$ cat src/rtl/ppe_pkg.sv
// Package for the packed pixel palette expander: widths, register and
// depth codes, and the structs passed between its modules. No dependencies.
`timescale 1ns / 1ps
`default_nettype none

package ppe_pkg;

  localparam int ByteW   = 8;
  localparam int ColourW = 16;
  localparam int IdxW    = 4;
  localparam int CfgIdxW = 3;
  localparam int CfgDataW = 64;
  localparam int RepCfgW = 3;
  localparam int EntriesPerWord = CfgDataW / ColourW;

  typedef enum logic [CfgIdxW-1:0] {
    REG_PIXEL_DEPTH      = 3'd0,
    REG_HORIZ_REPEAT     = 3'd1,
    REG_PALETTE_LOW      = 3'd2,
    REG_PALETTE_MID_LOW  = 3'd3,
    REG_PALETTE_MID_HIGH = 3'd4,
    REG_PALETTE_HIGH     = 3'd5
  } ppe_reg_e;

  typedef enum logic [1:0] {
    DEPTH_1BIT = 2'd0,
    DEPTH_2BIT = 2'd1,
    DEPTH_4BIT = 2'd2
  } ppe_depth_e;

  typedef struct packed {
    logic [1:0]         depth;
    logic [RepCfgW-1:0] h_repeat;
  } ppe_cfg_t;

  typedef struct packed {
    logic            valid;
    logic [IdxW-1:0] idx;
    logic            last;
  } ppe_pix_t;

endpackage

`default_nettype wire

$ cat src/rtl/ppe_ifs.sv
// Valid/ready channel interfaces: packed bytes in, palette pixels out.
// Depends on ppe_pkg for payload widths.
`timescale 1ns / 1ps
`default_nettype none

interface ppe_byte_if;
  logic                       valid;
  logic                       ready;
  logic [ppe_pkg::ByteW-1:0]  pixel_byte;

  modport source (output valid, output pixel_byte, input ready);
  modport sink   (input valid, input pixel_byte, output ready);
endinterface

interface ppe_pixel_if;
  logic                        valid;
  logic                        ready;
  logic [ppe_pkg::ColourW-1:0] pixel_colour;
  logic                        last_of_byte;

  modport source (output valid, output pixel_colour, output last_of_byte, input ready);
  modport sink   (input valid, input pixel_colour, input last_of_byte, output ready);
endinterface

`default_nettype wire

$ cat src/rtl/ppe_cfg_regs.sv
// Configuration registers and palette storage with the colour lookup.
// Depends on ppe_pkg.
`timescale 1ns / 1ps
`default_nettype none

module ppe_cfg_regs #(
  parameter int PALETTE_SIZE = 16
) (
  input  wire logic                           clk_i,
  input  wire logic                           rst_ni,
  input  wire logic                           cfg_we_i,
  input  wire logic [ppe_pkg::CfgIdxW-1:0]    cfg_index_i,
  input  wire logic [ppe_pkg::CfgDataW-1:0]   cfg_data_i,
  input  wire logic [ppe_pkg::IdxW-1:0]       idx_i,
  output ppe_pkg::ppe_cfg_t                   cfg_o,
  output logic [ppe_pkg::ColourW-1:0]         colour_o
);

  localparam int PalIdxW = $clog2(PALETTE_SIZE);

  ppe_pkg::ppe_cfg_t cfg_q;
  logic [ppe_pkg::ColourW-1:0] entry_q [PALETTE_SIZE];

  always_ff @(posedge clk_i or negedge rst_ni) begin
    if (!rst_ni) begin
      cfg_q.depth    <= ppe_pkg::DEPTH_2BIT;
      cfg_q.h_repeat <= ppe_pkg::RepCfgW'(1);
    end else if (cfg_we_i) begin
      if (cfg_index_i == ppe_pkg::REG_PIXEL_DEPTH) begin
        cfg_q.depth <= cfg_data_i[1:0];
      end
      if (cfg_index_i == ppe_pkg::REG_HORIZ_REPEAT) begin
        cfg_q.h_repeat <= cfg_data_i[ppe_pkg::RepCfgW-1:0];
      end
    end
  end

  for (genvar g = 0; g < PALETTE_SIZE; g++) begin : gen_entry
    localparam int Word = g / ppe_pkg::EntriesPerWord;
    localparam int Lane = g % ppe_pkg::EntriesPerWord;
    localparam logic [ppe_pkg::CfgIdxW-1:0] Addr =
      ppe_pkg::CfgIdxW'(int'(ppe_pkg::REG_PALETTE_LOW) + Word);

    always_ff @(posedge clk_i or negedge rst_ni) begin
      if (!rst_ni) begin
        entry_q[g] <= '0;
      end else if (cfg_we_i && (cfg_index_i == Addr)) begin
        entry_q[g] <= cfg_data_i[Lane*ppe_pkg::ColourW +: ppe_pkg::ColourW];
      end
    end
  end

  // Indices past the stored palette read as black.
  always_comb begin
    if ({1'b0, idx_i} < (ppe_pkg::IdxW + 1)'(PALETTE_SIZE)) begin
      colour_o = entry_q[idx_i[PalIdxW-1:0]];
    end else begin
      colour_o = '0;
    end
  end

  assign cfg_o = cfg_q;

endmodule

`default_nettype wire

$ cat src/rtl/ppe_unpack.sv
// Byte holding stage: takes one packed byte, steps through its pixel slots
// and repeat copies, and presents one palette index per cycle while advance_i is high. Uses ppe_pkg.
`timescale 1ns / 1ps
`default_nettype none

module ppe_unpack #(
  parameter int MAX_REPEAT = 4
) (
  input  wire logic              clk_i,
  input  wire logic              rst_ni,
  ppe_byte_if.sink               byte_i,
  input  wire ppe_pkg::ppe_cfg_t cfg_i,
  input  wire logic              advance_i,
  output ppe_pkg::ppe_pix_t      pix_o
);

  localparam int RepW = (MAX_REPEAT > 1) ? $clog2(MAX_REPEAT) : 1;

  logic                       hold_q;
  logic [ppe_pkg::ByteW-1:0]  byte_q;
  logic [2:0]                 slot_q;
  logic [RepW-1:0]            rep_q;

  logic [ppe_pkg::RepCfgW:0]  rep_sat;
  logic [RepW-1:0]            reps_m1;
  logic                       rep_last;
  logic                       slot_last;
  logic [ppe_pkg::IdxW-1:0]   idx;
  logic                       accept;

  // Zero repeats means one copy; large values clamp to the maximum.
  always_comb begin
    priority if (cfg_i.h_repeat == '0) begin
      rep_sat = (ppe_pkg::RepCfgW + 1)'(1);
    end else if ({1'b0, cfg_i.h_repeat} > (ppe_pkg::RepCfgW + 1)'(MAX_REPEAT)) begin
      rep_sat = (ppe_pkg::RepCfgW + 1)'(MAX_REPEAT);
    end else begin
      rep_sat = {1'b0, cfg_i.h_repeat};
    end
  end

  assign reps_m1  = RepW'(rep_sat - (ppe_pkg::RepCfgW + 1)'(1));
  assign rep_last = (rep_q == reps_m1);

  always_comb begin
    unique case (cfg_i.depth)
      ppe_pkg::DEPTH_1BIT: begin
        idx       = {3'b000, byte_q[slot_q]};
        slot_last = (slot_q == 3'd7);
      end
      ppe_pkg::DEPTH_2BIT: begin
        idx       = {2'b00, byte_q[{slot_q[1:0], 1'b0} +: 2]};
        slot_last = (slot_q[1:0] == 2'd3);
      end
      default: begin
        // four bits per pixel, also for the unused depth code
        idx       = byte_q[{slot_q[0], 2'b00} +: 4];
        slot_last = slot_q[0];
      end
    endcase
  end

  assign pix_o.valid = hold_q;
  assign pix_o.idx   = idx;
  assign pix_o.last  = slot_last && rep_last;

  // Take the next byte while the last pixel of this one moves out.
  assign byte_i.ready = !hold_q || (advance_i && pix_o.last);
  assign accept       = byte_i.valid && byte_i.ready;

  always_ff @(posedge clk_i or negedge rst_ni) begin
    if (!rst_ni) begin
      hold_q <= 1'b0;
      byte_q <= '0;
      slot_q <= '0;
      rep_q  <= '0;
    end else if (accept) begin
      hold_q <= 1'b1;
      byte_q <= byte_i.pixel_byte;
      slot_q <= '0;
      rep_q  <= '0;
    end else if (advance_i) begin
      priority if (pix_o.last) begin
        hold_q <= 1'b0;
        slot_q <= '0;
        rep_q  <= '0;
      end else if (rep_last) begin
        rep_q  <= '0;
        slot_q <= slot_q + 3'd1;
      end else begin
        rep_q  <= rep_q + RepW'(1);
      end
    end
  end

endmodule

`default_nettype wire

$ cat src/rtl/ppe_out_stage.sv
// Result register: holds one colour and its last flag until the sink takes it.
// Uses ppe_pkg and the pixel channel interface.
`timescale 1ns / 1ps
`default_nettype none

module ppe_out_stage (
  input  wire logic                    clk_i,
  input  wire logic                    rst_ni,
  input  wire ppe_pkg::ppe_pix_t       pix_i,
  input  wire logic [ppe_pkg::ColourW-1:0] colour_i,
  output logic                         take_o,
  ppe_pixel_if.source                  pixel_o
);

  logic                        valid_q;
  logic [ppe_pkg::ColourW-1:0] colour_q;
  logic                        last_q;

  assign take_o = pix_i.valid && (!valid_q || pixel_o.ready);

  always_ff @(posedge clk_i or negedge rst_ni) begin
    if (!rst_ni) begin
      valid_q <= 1'b0;
    end else if (take_o) begin
      valid_q <= 1'b1;
    end else if (pixel_o.ready) begin
      valid_q <= 1'b0;
    end
  end

  always_ff @(posedge clk_i) begin
    if (take_o) begin
      colour_q <= colour_i;
      last_q   <= pix_i.last;
    end
  end

  assign pixel_o.valid        = valid_q;
  assign pixel_o.pixel_colour = colour_q;
  assign pixel_o.last_of_byte = last_q;

endmodule

`default_nettype wire

$ cat src/rtl/packed_pixel_palette_expander.sv
// Packed pixel palette expander, top level.
// First pixel: the byte is held in the unpack stage, then its first colour goes into the result register.
// Throughput: one pixel per cycle while the sink is ready; a byte gives
// (8 / bits per pixel) times the repeat count pixels, 2 to 32.
// Bytes follow back to back with no gap between their pixels.
// Reset: clears all control and the palette (black), depth 2 bits, repeat 1.
`timescale 1ns / 1ps
`default_nettype none

module packed_pixel_palette_expander #(
  parameter int PALETTE_SIZE = 16,
  parameter int MAX_REPEAT   = 4
) (
  input  wire logic                         clk_i,
  input  wire logic                         rst_ni,
  input  wire logic                         cfg_we_i,
  input  wire logic [ppe_pkg::CfgIdxW-1:0]  cfg_index_i,
  input  wire logic [ppe_pkg::CfgDataW-1:0] cfg_data_i,
  ppe_byte_if.sink                          byte_i,
  ppe_pixel_if.source                       pixel_o
);

  ppe_pkg::ppe_cfg_t           cfg;
  ppe_pkg::ppe_pix_t           pix;
  logic [ppe_pkg::ColourW-1:0] colour;
  logic                        advance;

  ppe_cfg_regs #(
    .PALETTE_SIZE (PALETTE_SIZE)
  ) u_cfg_regs (
    .clk_i       (clk_i),
    .rst_ni      (rst_ni),
    .cfg_we_i    (cfg_we_i),
    .cfg_index_i (cfg_index_i),
    .cfg_data_i  (cfg_data_i),
    .idx_i       (pix.idx),
    .cfg_o       (cfg),
    .colour_o    (colour)
  );

  ppe_unpack #(
    .MAX_REPEAT (MAX_REPEAT)
  ) u_unpack (
    .clk_i     (clk_i),
    .rst_ni    (rst_ni),
    .byte_i    (byte_i),
    .cfg_i     (cfg),
    .advance_i (advance),
    .pix_o     (pix)
  );

  ppe_out_stage u_out_stage (
    .clk_i    (clk_i),
    .rst_ni   (rst_ni),
    .pix_i    (pix),
    .colour_i (colour),
    .take_o   (advance),
    .pixel_o  (pixel_o)
  );

endmodule

`default_nettype wire

$ cat src/flat_wrapper.sv
// flat-port wrapper written by rule: the top's interface ports become plain ports
module packed_pixel_palette_expander_flat 
#(
  parameter int PALETTE_SIZE = 16,
  parameter int MAX_REPEAT   = 4
)
  (clk_i, rst_ni, cfg_we_i, cfg_index_i, cfg_data_i, byte_i_valid, byte_i_pixel_byte, byte_i_ready, pixel_o_valid, pixel_o_pixel_colour, pixel_o_last_of_byte, pixel_o_ready);
  ppe_byte_if byte_i_i ();
  ppe_pixel_if pixel_o_i ();
  input  wire logic clk_i;
  input  wire logic rst_ni;
  input  wire logic cfg_we_i;
  input  wire logic [ppe_pkg::CfgIdxW-1:0] cfg_index_i;
  input  wire logic [ppe_pkg::CfgDataW-1:0] cfg_data_i;
  input wire logic [$bits(byte_i_i.valid)-1:0] byte_i_valid;
  input wire logic [$bits(byte_i_i.pixel_byte)-1:0] byte_i_pixel_byte;
  output wire logic [$bits(byte_i_i.ready)-1:0] byte_i_ready;
  output wire logic [$bits(pixel_o_i.valid)-1:0] pixel_o_valid;
  output wire logic [$bits(pixel_o_i.pixel_colour)-1:0] pixel_o_pixel_colour;
  output wire logic [$bits(pixel_o_i.last_of_byte)-1:0] pixel_o_last_of_byte;
  input wire logic [$bits(pixel_o_i.ready)-1:0] pixel_o_ready;
  assign byte_i_i.valid = byte_i_valid;
  assign byte_i_i.pixel_byte = byte_i_pixel_byte;
  assign byte_i_ready = byte_i_i.ready;
  assign pixel_o_valid = pixel_o_i.valid;
  assign pixel_o_pixel_colour = pixel_o_i.pixel_colour;
  assign pixel_o_last_of_byte = pixel_o_i.last_of_byte;
  assign pixel_o_i.ready = pixel_o_ready;
  packed_pixel_palette_expander #(.PALETTE_SIZE(PALETTE_SIZE), .MAX_REPEAT(MAX_REPEAT)) u_core (.clk_i(clk_i), .rst_ni(rst_ni), .cfg_we_i(cfg_we_i), .cfg_index_i(cfg_index_i), .cfg_data_i(cfg_data_i), .byte_i(byte_i_i), .pixel_o(pixel_o_i));
endmodule
$ cat config.mk
export PLATFORM = sky130hd
export DESIGN_NAME = packed_pixel_palette_expander_flat
export DESIGN_NICKNAME = d
export VERILOG_FILES = /design/src/rtl/ppe_pkg.sv /design/src/rtl/ppe_ifs.sv /design/src/rtl/ppe_cfg_regs.sv /design/src/rtl/ppe_unpack.sv /design/src/rtl/ppe_out_stage.sv /design/src/rtl/packed_pixel_palette_expander.sv /design/src/flat_wrapper.sv
export SDC_FILE = /design/constraint.sdc
export NUM_CORES = 1
export LEC_CHECK = 0
export BUFFER_PORTS_ARGS = -buffer_cell sky130_fd_sc_hd__buf_2
export CAP_MARGIN = 0
export CORE_MARGIN = 2
export CORE_UTILIZATION = 60
export DETAILED_ROUTE_END_ITERATION = 16
export PLACE_DENSITY = 0.89
export SYNTH_ARGS = -nofsm -noshare
export SYNTH_HDL_FRONTEND = slang
export SYNTH_HIERARCHICAL = 1
export SYNTH_SLANG_ARGS = --single-unit
$ cat constraint.sdc
create_clock -name clk_i -period 3.5 [get_ports clk_i]
set_input_delay 0 -clock clk_i [delete_from_list [all_inputs] [get_ports clk_i]]
set_output_delay 0 -clock clk_i [all_outputs]
set_load 0.02 [all_outputs]
==> flow_summary_export.csv, run 1 <==
group,metric,value,unit
global_routing,grt_max_degree,126,
drt,wl,28.4,mm
floorplan,rows,54,
drt,drtIter0Drc,479,
logic_synthesis,synth_ff_type,"dfrtp_1",
drt,via_per_inst,6.12,
timing,grt_setup_unrepaired,"no",
logic_synthesis,synth-simple-area-share,2.44,%
clocking,clkTransAtPathRegs,0.06,ns
logic_synthesis,syn_inst,797,
drt,wire_per_inst,22.3,um
worst_setup_path,r2r_setup_slack,0.48,ns
drt,routed-via-count,7814,
timing,period_needed,3.02,ns
cells_and_area,layout-drive-gt1-share,50.5,%
clocking,ctsResizeCount,0,
logic_synthesis,syn_avg_cell_area,16.6,um2
timing,setup_viol,0,
global_routing,grtUsageTotal,25.3,%
worst_setup_path,rr_startpoint,"u_core/u_unpack/slot_q[0]",
timing,max_slew_margin,35.1,%
floorplan,io_pins,99,
logic_synthesis,async_flop_share,94.2,%
clocking,h-tree-depth,1,
clocking,clock-root-buffer,"clkbuf_16",
run_status,status,"completed",
logic_synthesis,ys_ff_latch,293,
logic_synthesis,yosys_warnings,6,
worst_setup_path,cp.required,3.79,ns
timing,worstMarginPinSlew,0.974,ns
floorplan,core,21800,um2
clocking,cts_buffer_depth,3,
floorplan,die_h,152,um
cells_and_area,area_growth,19.7,%
global_routing,first_global_vias,8592,
floorplan,start_util,60.8,%
logic_synthesis,synth_top_family_by_area,"multiplexers",
worst_setup_path,setup.worst_path.start,"u_core/u_unpack/slot_q[0]",
clocking,cts_inserted_buffers,30,
worst_setup_path,start_kind,"flop",
worst_setup_path,worstRegToRegCells,8,
cells_and_area,final_util,72.8,%
clocking,clkLatencyLatePin,0.55,ns
hold_path,hp-class,"input port to async pin",
logic_synthesis,synthMuxAreaShare,35.6,%
logic_synthesis,synth-xor-area-share,0.0662,%
run,maxCapViolCount,0,
cells_and_area,num-nets-final,1055,
clocking,cts.sinks,293,
global_routing,grt_pass1_wl,47.0,mm
timing,slew_violations,0,
clocking,cts_tree,"built",
logic_synthesis,synth.distinct_cells,47,
worst_setup_path,r2r_end,"u_core/u_out_stage/pixel_o.pixel_colour[8]",
floorplan,die_w,152,um
worst_setup_path,cp-endpoint,"u_core/u_out_stage/pixel_o.pixel_colour[8]",
timing,finalClockSkew,0.0116,ns
power,power_per_cell_area,779,nW/um2
logic_synthesis,synth-seq-area-share,56.1,%
timing,fin_setup_tns,0,ns
timing,timing.final.crit_share,86.1,%
power,leakage,6.75,nW
floorplan,die_area,23300,um2
logic_synthesis,syn_area,13200,um2
worst_setup_path,cp-end-kind,"flop",
placement,hpwl,16.6,mm
drt,dr.pass1.iters,4,
timing,hold_viol_final,0,
logic_synthesis,syn-num-nets,879,
timing,clock.fmax,332,MHz
worst_setup_path,worstSetupPathType,"flop to flop",
power,vdd_drop_max,532,uV
logic_synthesis,synth-compound-area-share,2.74,%
logic_synthesis,synth-adder-area-share,0.189,%
placement,numPortBuffers,98,
placement,gp_congestion,0.779,
drt,remaining_drc_errors,0,
clocking,cts_setup_buffers,0,
global_routing,grt-ovfl-total,0,
global_routing,antenna_found_initial,1,
worst_setup_path,cp_max_fo,29,
logic_synthesis,synth_enable_flop_cells,17,
drt,ant_nets,0,
worst_setup_path,crit_arrival,3.30,ns
-- critical path, stage by stage (launching register included) --
cell     delay [ns]
dfrtp_1        0.62
mux4_2         0.29
mux2i_1        0.10
o32ai_4        0.26
buf_12         0.29
buf_4          0.31
mux4_1         0.58
a22oi_1        0.21
nand2_1        0.08
-- cell families after synthesis --
| family | count (synthesis) |
|---|---|
| xor gates and xnor gates | 1 |
| buffers and inverters | 55 |
| muxes | 344 |
| adders and majority gates | 2 |
| DFF | 293 |
| AOI/OAI and AO/OA | 50 |
| and+or+nand+nor | 52 |
-- per-layer routing --
layer	vias to the layer above	share of wire, %	GRT usage (%)
met2	226	50	43.2
li1	3403	-	-
met4	0	2.5	7.01
met5	-	0	0
met1	4121	43	34.7
met3	64	4.4	3.64
-- cell usage after synthesis (2+ instances only) --
cell / n / area [um2]
buf_6: 12 / 135
dfstp_2: 2 / 52.6
a21oi_1: 6 / 30.0
nand2b_1: 5 / 31.3
clkbuf_4: 2 / 15.0
mux4_4: 3 / 75.1
buf_4: 11 / 82.6
nand4b_1: 4 / 35.0
mux2_2: 257 / 2890
buf_1: 2 / 7.51
buf_2: 20 / 100
nand2_1: 21 / 78.8
clkbuf_1: 5 / 18.8
nor2_1: 4 / 15.0
and2_1: 3 / 18.8
mux2_1: 7 / 78.8
inv_1: 2 / 7.51
ha_1: 2 / 25.0
mux2_4: 7 / 105
a22oi_1: 32 / 240
mux2i_1: 4 / 40.0
dfrtp_1: 274 / 6860
mux4_1: 10 / 263
nor2b_1: 5 / 31.3
mux4_2: 55 / 1240
o21ai_0: 5 / 25.0
edfxtp_1: 17 / 510
-- area by class of cell --
| type | count | area (um2) |
|---|---|---|
| Clock buffer | 42 | 887 |
| Clock inverter | 13 | 178 |
| Multi-Input combinational cell | 449 | 5480 |
| Inverter | 2 | 7.51 |
| Antenna cell | 1 | 2.50 |
| Sequential cell | 293 | 7420 |
| Fill cell | 1322 | 5920 |
| Tap cell | 280 | 350 |
| Timing Repair Buffer | 197 | 1510 |
-- report_power, final --
group          internal [mW]  switching [mW]  leakage [nW]  total (mW)
Clock                   2.06            1.33         0.510        3.38
Combinational           2.32            1.74          2.76        4.06
Sequential              4.34           0.550          3.48        4.89
-- placed cells by master (no fill, tap or decap), drive strengths merged, types with 2 or more instances in the layout --
cell type	n
clkinv	4
edfxtp	17
mux2i	5
nor3	2
o21ai	5
bufinv	4
dfstp	2
and2	3
a21oi	6
nand4b	4
and4bb	2
nand2b	5
nand2	21
inv	2
mux2	271
mux4	68
dfrtp	274
a22oi	32
nor2b	5
clkbuf	42
nor2	4
dlygate4sd3	80
ha	2
clkinvlp	5
buf	117
-- flip-flops by register name, indices dropped and copies added (netlist names) --
signal and count:
u_core/u_cfg_regs/entry_q 256, u_core/u_out_stage/pixel_o.pixel_colour 16, u_core/u_unpack/byte_q 8, u_core/u_cfg_regs/cfg_o 5
u_core/u_unpack/slot_q 3, u_core/u_unpack/rep_q 2, u_core/u_out_stage/pixel_o.last_of_byte 1, u_core/u_out_stage/pixel_o.valid 1
u_core/u_unpack/hold_q 1
-- metrics by stage --
stage | area (um2) | power (mW) | std cells | setup WS [ns] | hold WS (ns)
after global routing | 15800 | 12.9 | 1277 | 0.267 | 0.233
final | 15800 | 12.3 | 1277 | 0.485 | 0.122
after detailed placement | 14000 | 8.88 | 1141 | 0.470 | 0.175
after CTS | 15800 | 12.4 | 1276 | 0.465 | 0.203
after global placement | 14000 | 8.69 | 1141 | 0.593 | 0.174
after floorplan | 13200 | 7.91 | 797 | 0.819 | -0.296
-- repair_timing --
item | in CTS | in global routing
hold endpoints to repair | 396 | 0
endpoints found under the setup margin | 0 | 0
hold buffers | 80 | 0
-- worst min-delay path by stage --
| stage | endpoint | slack (ns) | from |
|---|---|---|---|
| after CTS | u_core/u_cfg_regs/entry_q[60] | 0.20 | rst_ni |
| after floorplan | u_core/u_cfg_regs/cfg_o[1] | -0.30 | rst_ni |
| after global routing | u_core/u_unpack/byte_q[0] | 0.23 | byte_i_pixel_byte[0] |
| after global placement | u_core/u_cfg_regs/entry_q[60] | 0.17 | rst_ni |
| after detailed placement | u_core/u_cfg_regs/entry_q[60] | 0.17 | rst_ni |
| final | u_core/u_cfg_regs/entry_q[188] | 0.12 | rst_ni |
No activity file was read; power rests on OpenSTA's default activity.
==> run 2, diff against run 1 <==
--- a/config.mk
+++ b/config.mk
@@ -5,12 +5,15 @@
 export SDC_FILE = /design/constraint.sdc
 export NUM_CORES = 1
 export LEC_CHECK = 0
+export ABC_AREA = 1
 export BUFFER_PORTS_ARGS = -buffer_cell sky130_fd_sc_hd__buf_2
 export CAP_MARGIN = 0
 export CORE_MARGIN = 2
-export CORE_UTILIZATION = 60
+export CORE_UTILIZATION = 61
+export CTS_BUF_LIST = sky130_fd_sc_hd__clkbuf_16
 export DETAILED_ROUTE_END_ITERATION = 16
 export PLACE_DENSITY = 0.89
+export SLEW_MARGIN = 30
 export SYNTH_ARGS = -nofsm -noshare
 export SYNTH_HDL_FRONTEND = slang
 export SYNTH_HIERARCHICAL = 1
==> run 2 against run 1 <==
Compared with the run above: clock-buffer cell count shrank 12; clock power shrank 17%; sequential share of layout area shrank 1.8 points; via count grew 68%; final area grew 3.9%; critical path depth is the same; clock skew shrank 0.0039 ns; hold slack lost 0.090 ns; utilization shrank 2.5 points; global-route usage grew 8.7 points; power grew 4.8%.
==> flow_summary_export.csv, run 2 <==
group,metric,value,unit
power,power_switching,5.40,mW
logic_synthesis,syn_inst,1848,
timing,period_needed,3.02,ns
floorplan,die_area,25000,um2
timing,finalClockSkew,0.00766,ns
logic_synthesis,yosys-top-cells-area,"dfrtp_1 (47%), nand2_1 (17%), nand3_1 (7.6%)",
logic_synthesis,async_flop_share,94.2,%
timing,hold_viol_final,0,
drt,met1_length,15.5,mm
cells_and_area,regArea,7420,um2
cells_and_area,final_util,70.3,%
worst_setup_path,slowest_stage,"dlygate4sd3_1",
run,maxCapViolCount,0,
drt,wl,41.3,mm
drt,wl_met3,4.15,mm
drt,dr.pass1.iters,8,
power,p_int,7.52,mW
global_routing,grtUsageTotal,34.0,%
power,p_sw_share,41.8,%
cells_and_area,multi_input_area,5120,um2
hold_path,hold_start,"cfg_index_i[2]",
logic_synthesis,synthTopCellsByCount,"nand2_1 (656), inv_1 (276), dfrtp_1 (274)",
drt,wl_met2,19.0,mm
global_routing,grt_pass1_wl,65.9,mm
global_routing,grt-ovfl-total,0,
timing,slew_violations,0,
worst_setup_path,cp_max_fo,11,
power,clock_power_share,21.7,%
cells_and_area,layout-drive-gt1-share,8.82,%
timing,worstMarginPinSlew,0.849,ns
cells_and_area,area_growth,13.8,%
drt,wire_per_inst,17.8,um
worst_setup_path,setup.worst_path.start,"u_core/u_unpack/hold_q",
floorplan,rows,56,
worst_setup_path,start_kind,"flop",
logic_synthesis,synth-seq-area-share,51.3,%
clocking,cts_tree,"built",
clocking,cts_inserted_buffers,29,
logic_synthesis,syn_avg_cell_area,7.83,um2
placement,hpwl,26.3,mm
logic_synthesis,synth_top_cell_by_area,"dfrtp_1",
floorplan,core,23400,um2
worst_setup_path,crit_top_cell,"dlygate4sd3_1",
drt,remaining_drc_errors,0,
power,sequentialPowerShare,37.1,%
timing,setup_viol,0,
floorplan,die_w,158,um
worst_setup_path,crit_path_max_incr_delay,0.61,ns
global_routing,antenna_found_initial,1,
clocking,cts.sinks,293,
worst_setup_path,worstSetupPathType,"flop to flop",
floorplan,io_pins,99,
power,power_per_cell_area,785,nW/um2
logic_synthesis,synth.distinct_cells,28,
worst_setup_path,r2r_setup_slack,0.48,ns
cells_and_area,largest_reg_flops,256,
clocking,cts_buffer_depth,3,
cells_and_area,num_antenna_cells,0,
run_status,status,"completed",
clocking,clkLatencyLatePin,0.55,ns
global_routing,grt_max_degree,129,
worst_setup_path,path_cells,"inv_1 > a21oi_2 > nand4_2 > nand2_2 > nand3_1 > dlygate4sd3_1 > nand2_1 > dlygate4sd3_1",
worst_setup_path,crit_arrival,3.51,ns
timing,timing.final.crit_share,86.2,%
timing,fin_setup_tns,0,ns
logic_synthesis,synth_top_area_share,47.4,%
drt,dr.max_layer_used,"met4",
logic_synthesis,syn_area,14500,um2
logic_synthesis,synth_enable_flop_cells,17,
timing,fin_hold_ws,0.0314,ns
placement,gp_congestion,0.887,
worst_setup_path,cp-end-kind,"flop",
placement,numPortBuffers,98,
timing,max_slew_margin,43.3,%
clocking,cts_setup_buffers,0,
floorplan,die_h,158,um
cells_and_area,mostFrequentLayoutCells,"nand2_1 (654), inv_1 (286), dfrtp_1 (274)",
cells_and_area,fillCellCount,1799,
clocking,h-tree-depth,1,
floorplan,start_util,61.8,%
timing,clock.fmax,331,MHz
logic_synthesis,yosys_warnings,6,
drt,routed-via-count,13100,
power,vdd_drop_max,802,uV
worst_setup_path,rr_startpoint,"u_core/u_unpack/hold_q",
logic_synthesis,synth_most_common_cell,"nand2_1",
power,pwr-share-comb,41.2,%
power,leakage,8.71,nW
cells_and_area,layout_commonest_cell,"nand2_1",
drt,drtIter0Drc,1761,
timing,grt_setup_unrepaired,"no",
logic_synthesis,syn-num-nets,1930,
worst_setup_path,cp.required,3.99,ns
cells_and_area,num-nets-final,2056,
hold_path,hp-class,"input port to flop",
cells_and_area,largest_register,"u_core/u_cfg_regs/entry_q",
drt,via_per_inst,5.68,
clocking,clock-root-buffer,"clkbuf_16",
drt,ant_nets,0,
global_routing,first_global_vias,13000,
logic_synthesis,synth_ff_type,"dfrtp_1",
logic_synthesis,ys_ff_latch,293,
clocking,clkTransAtPathRegs,0.06,ns
-- run 2: layout make-up --
| type | count | share of cell area (%) |
|---|---|---|
| Clock buffer | 30 | 4.56 |
| Clock inverter | 22 | 0.570 |
| Inverter | 280 | 6.39 |
| Multi-Input combinational cell | 1163 | 31.1 |
| Sequential cell | 293 | 45.1 |
| Tap cell | 319 | 2.43 |
| Timing Repair Buffer | 207 | 9.84 |
-- run 2: cell families after synthesis --
group / synth area share, %
fa+ha+maj: 0.173
flops: 51.3
compound gates: 9.59
simple gates: 25.3
buf+inv: 13.6
-- run 2: per-stage QoR --
stage / area, um2 / worst slack [ns] / instances / total power, mW
after CTS: 16500 / 0.664 / 2314 / 12.8
after detailed placement: 14700 / 0.831 / 2172 / 9.79
after global routing: 16500 / 0.393 / 2314 / 13.7
after floorplan: 14500 / 1.50 / 1848 / 8.50
after global placement: 14700 / 1.01 / 2172 / 9.58
final: 16500 / 0.483 / 2314 / 12.9
-- run 2: what timing repair did --
action                    CTS  global route
hold buffers               90             0
gates resized for setup     0             0
hold endpoints to repair  373             0
-- run 2: power groups by stage --
stage | combinational [mW] | sequential [mW] | clock (mW)
finish | 5.33 | 4.80 | 2.80
global route | 5.87 | 4.86 | 2.98
CTS | 5.17 | 4.76 | 2.83
detailed placement | 4.98 | 4.80 | 0
global placement | 4.81 | 4.77 | 0
floorplan | 3.77 | 4.72 | 0
-- run 2: per-layer routing --
layer	track usage (%)	vias to the layer above
met4	19.5	0
met2	54.0	802
met3	7.50	205
met1	43.2	6148
met5	0	-
li1	-	5993
-- run 2: worst paths after layout --
path                                             endpoint  cells past startpoint
setup / recovery                u_core/u_unpack/byte_q[7]                      8
hold / removal                 u_core/u_cfg_regs/cfg_o[3]                      4
setup reg to reg                u_core/u_unpack/byte_q[7]                      8
hold reg to reg            u_core/u_cfg_regs/entry_q[105]                      2
max in group asynchronous   u_core/u_cfg_regs/entry_q[81]                      3
min in group asynchronous  u_core/u_cfg_regs/entry_q[171]                      2
-- run 2: worst max-delay path: cells and delay by family (launching register included) --
family / cells / cell delay [ns]
buf+inv: 3 / 1.28
flops: 1 / 0.44
simple gates: 4 / 0.66
compound gates: 1 / 0.58
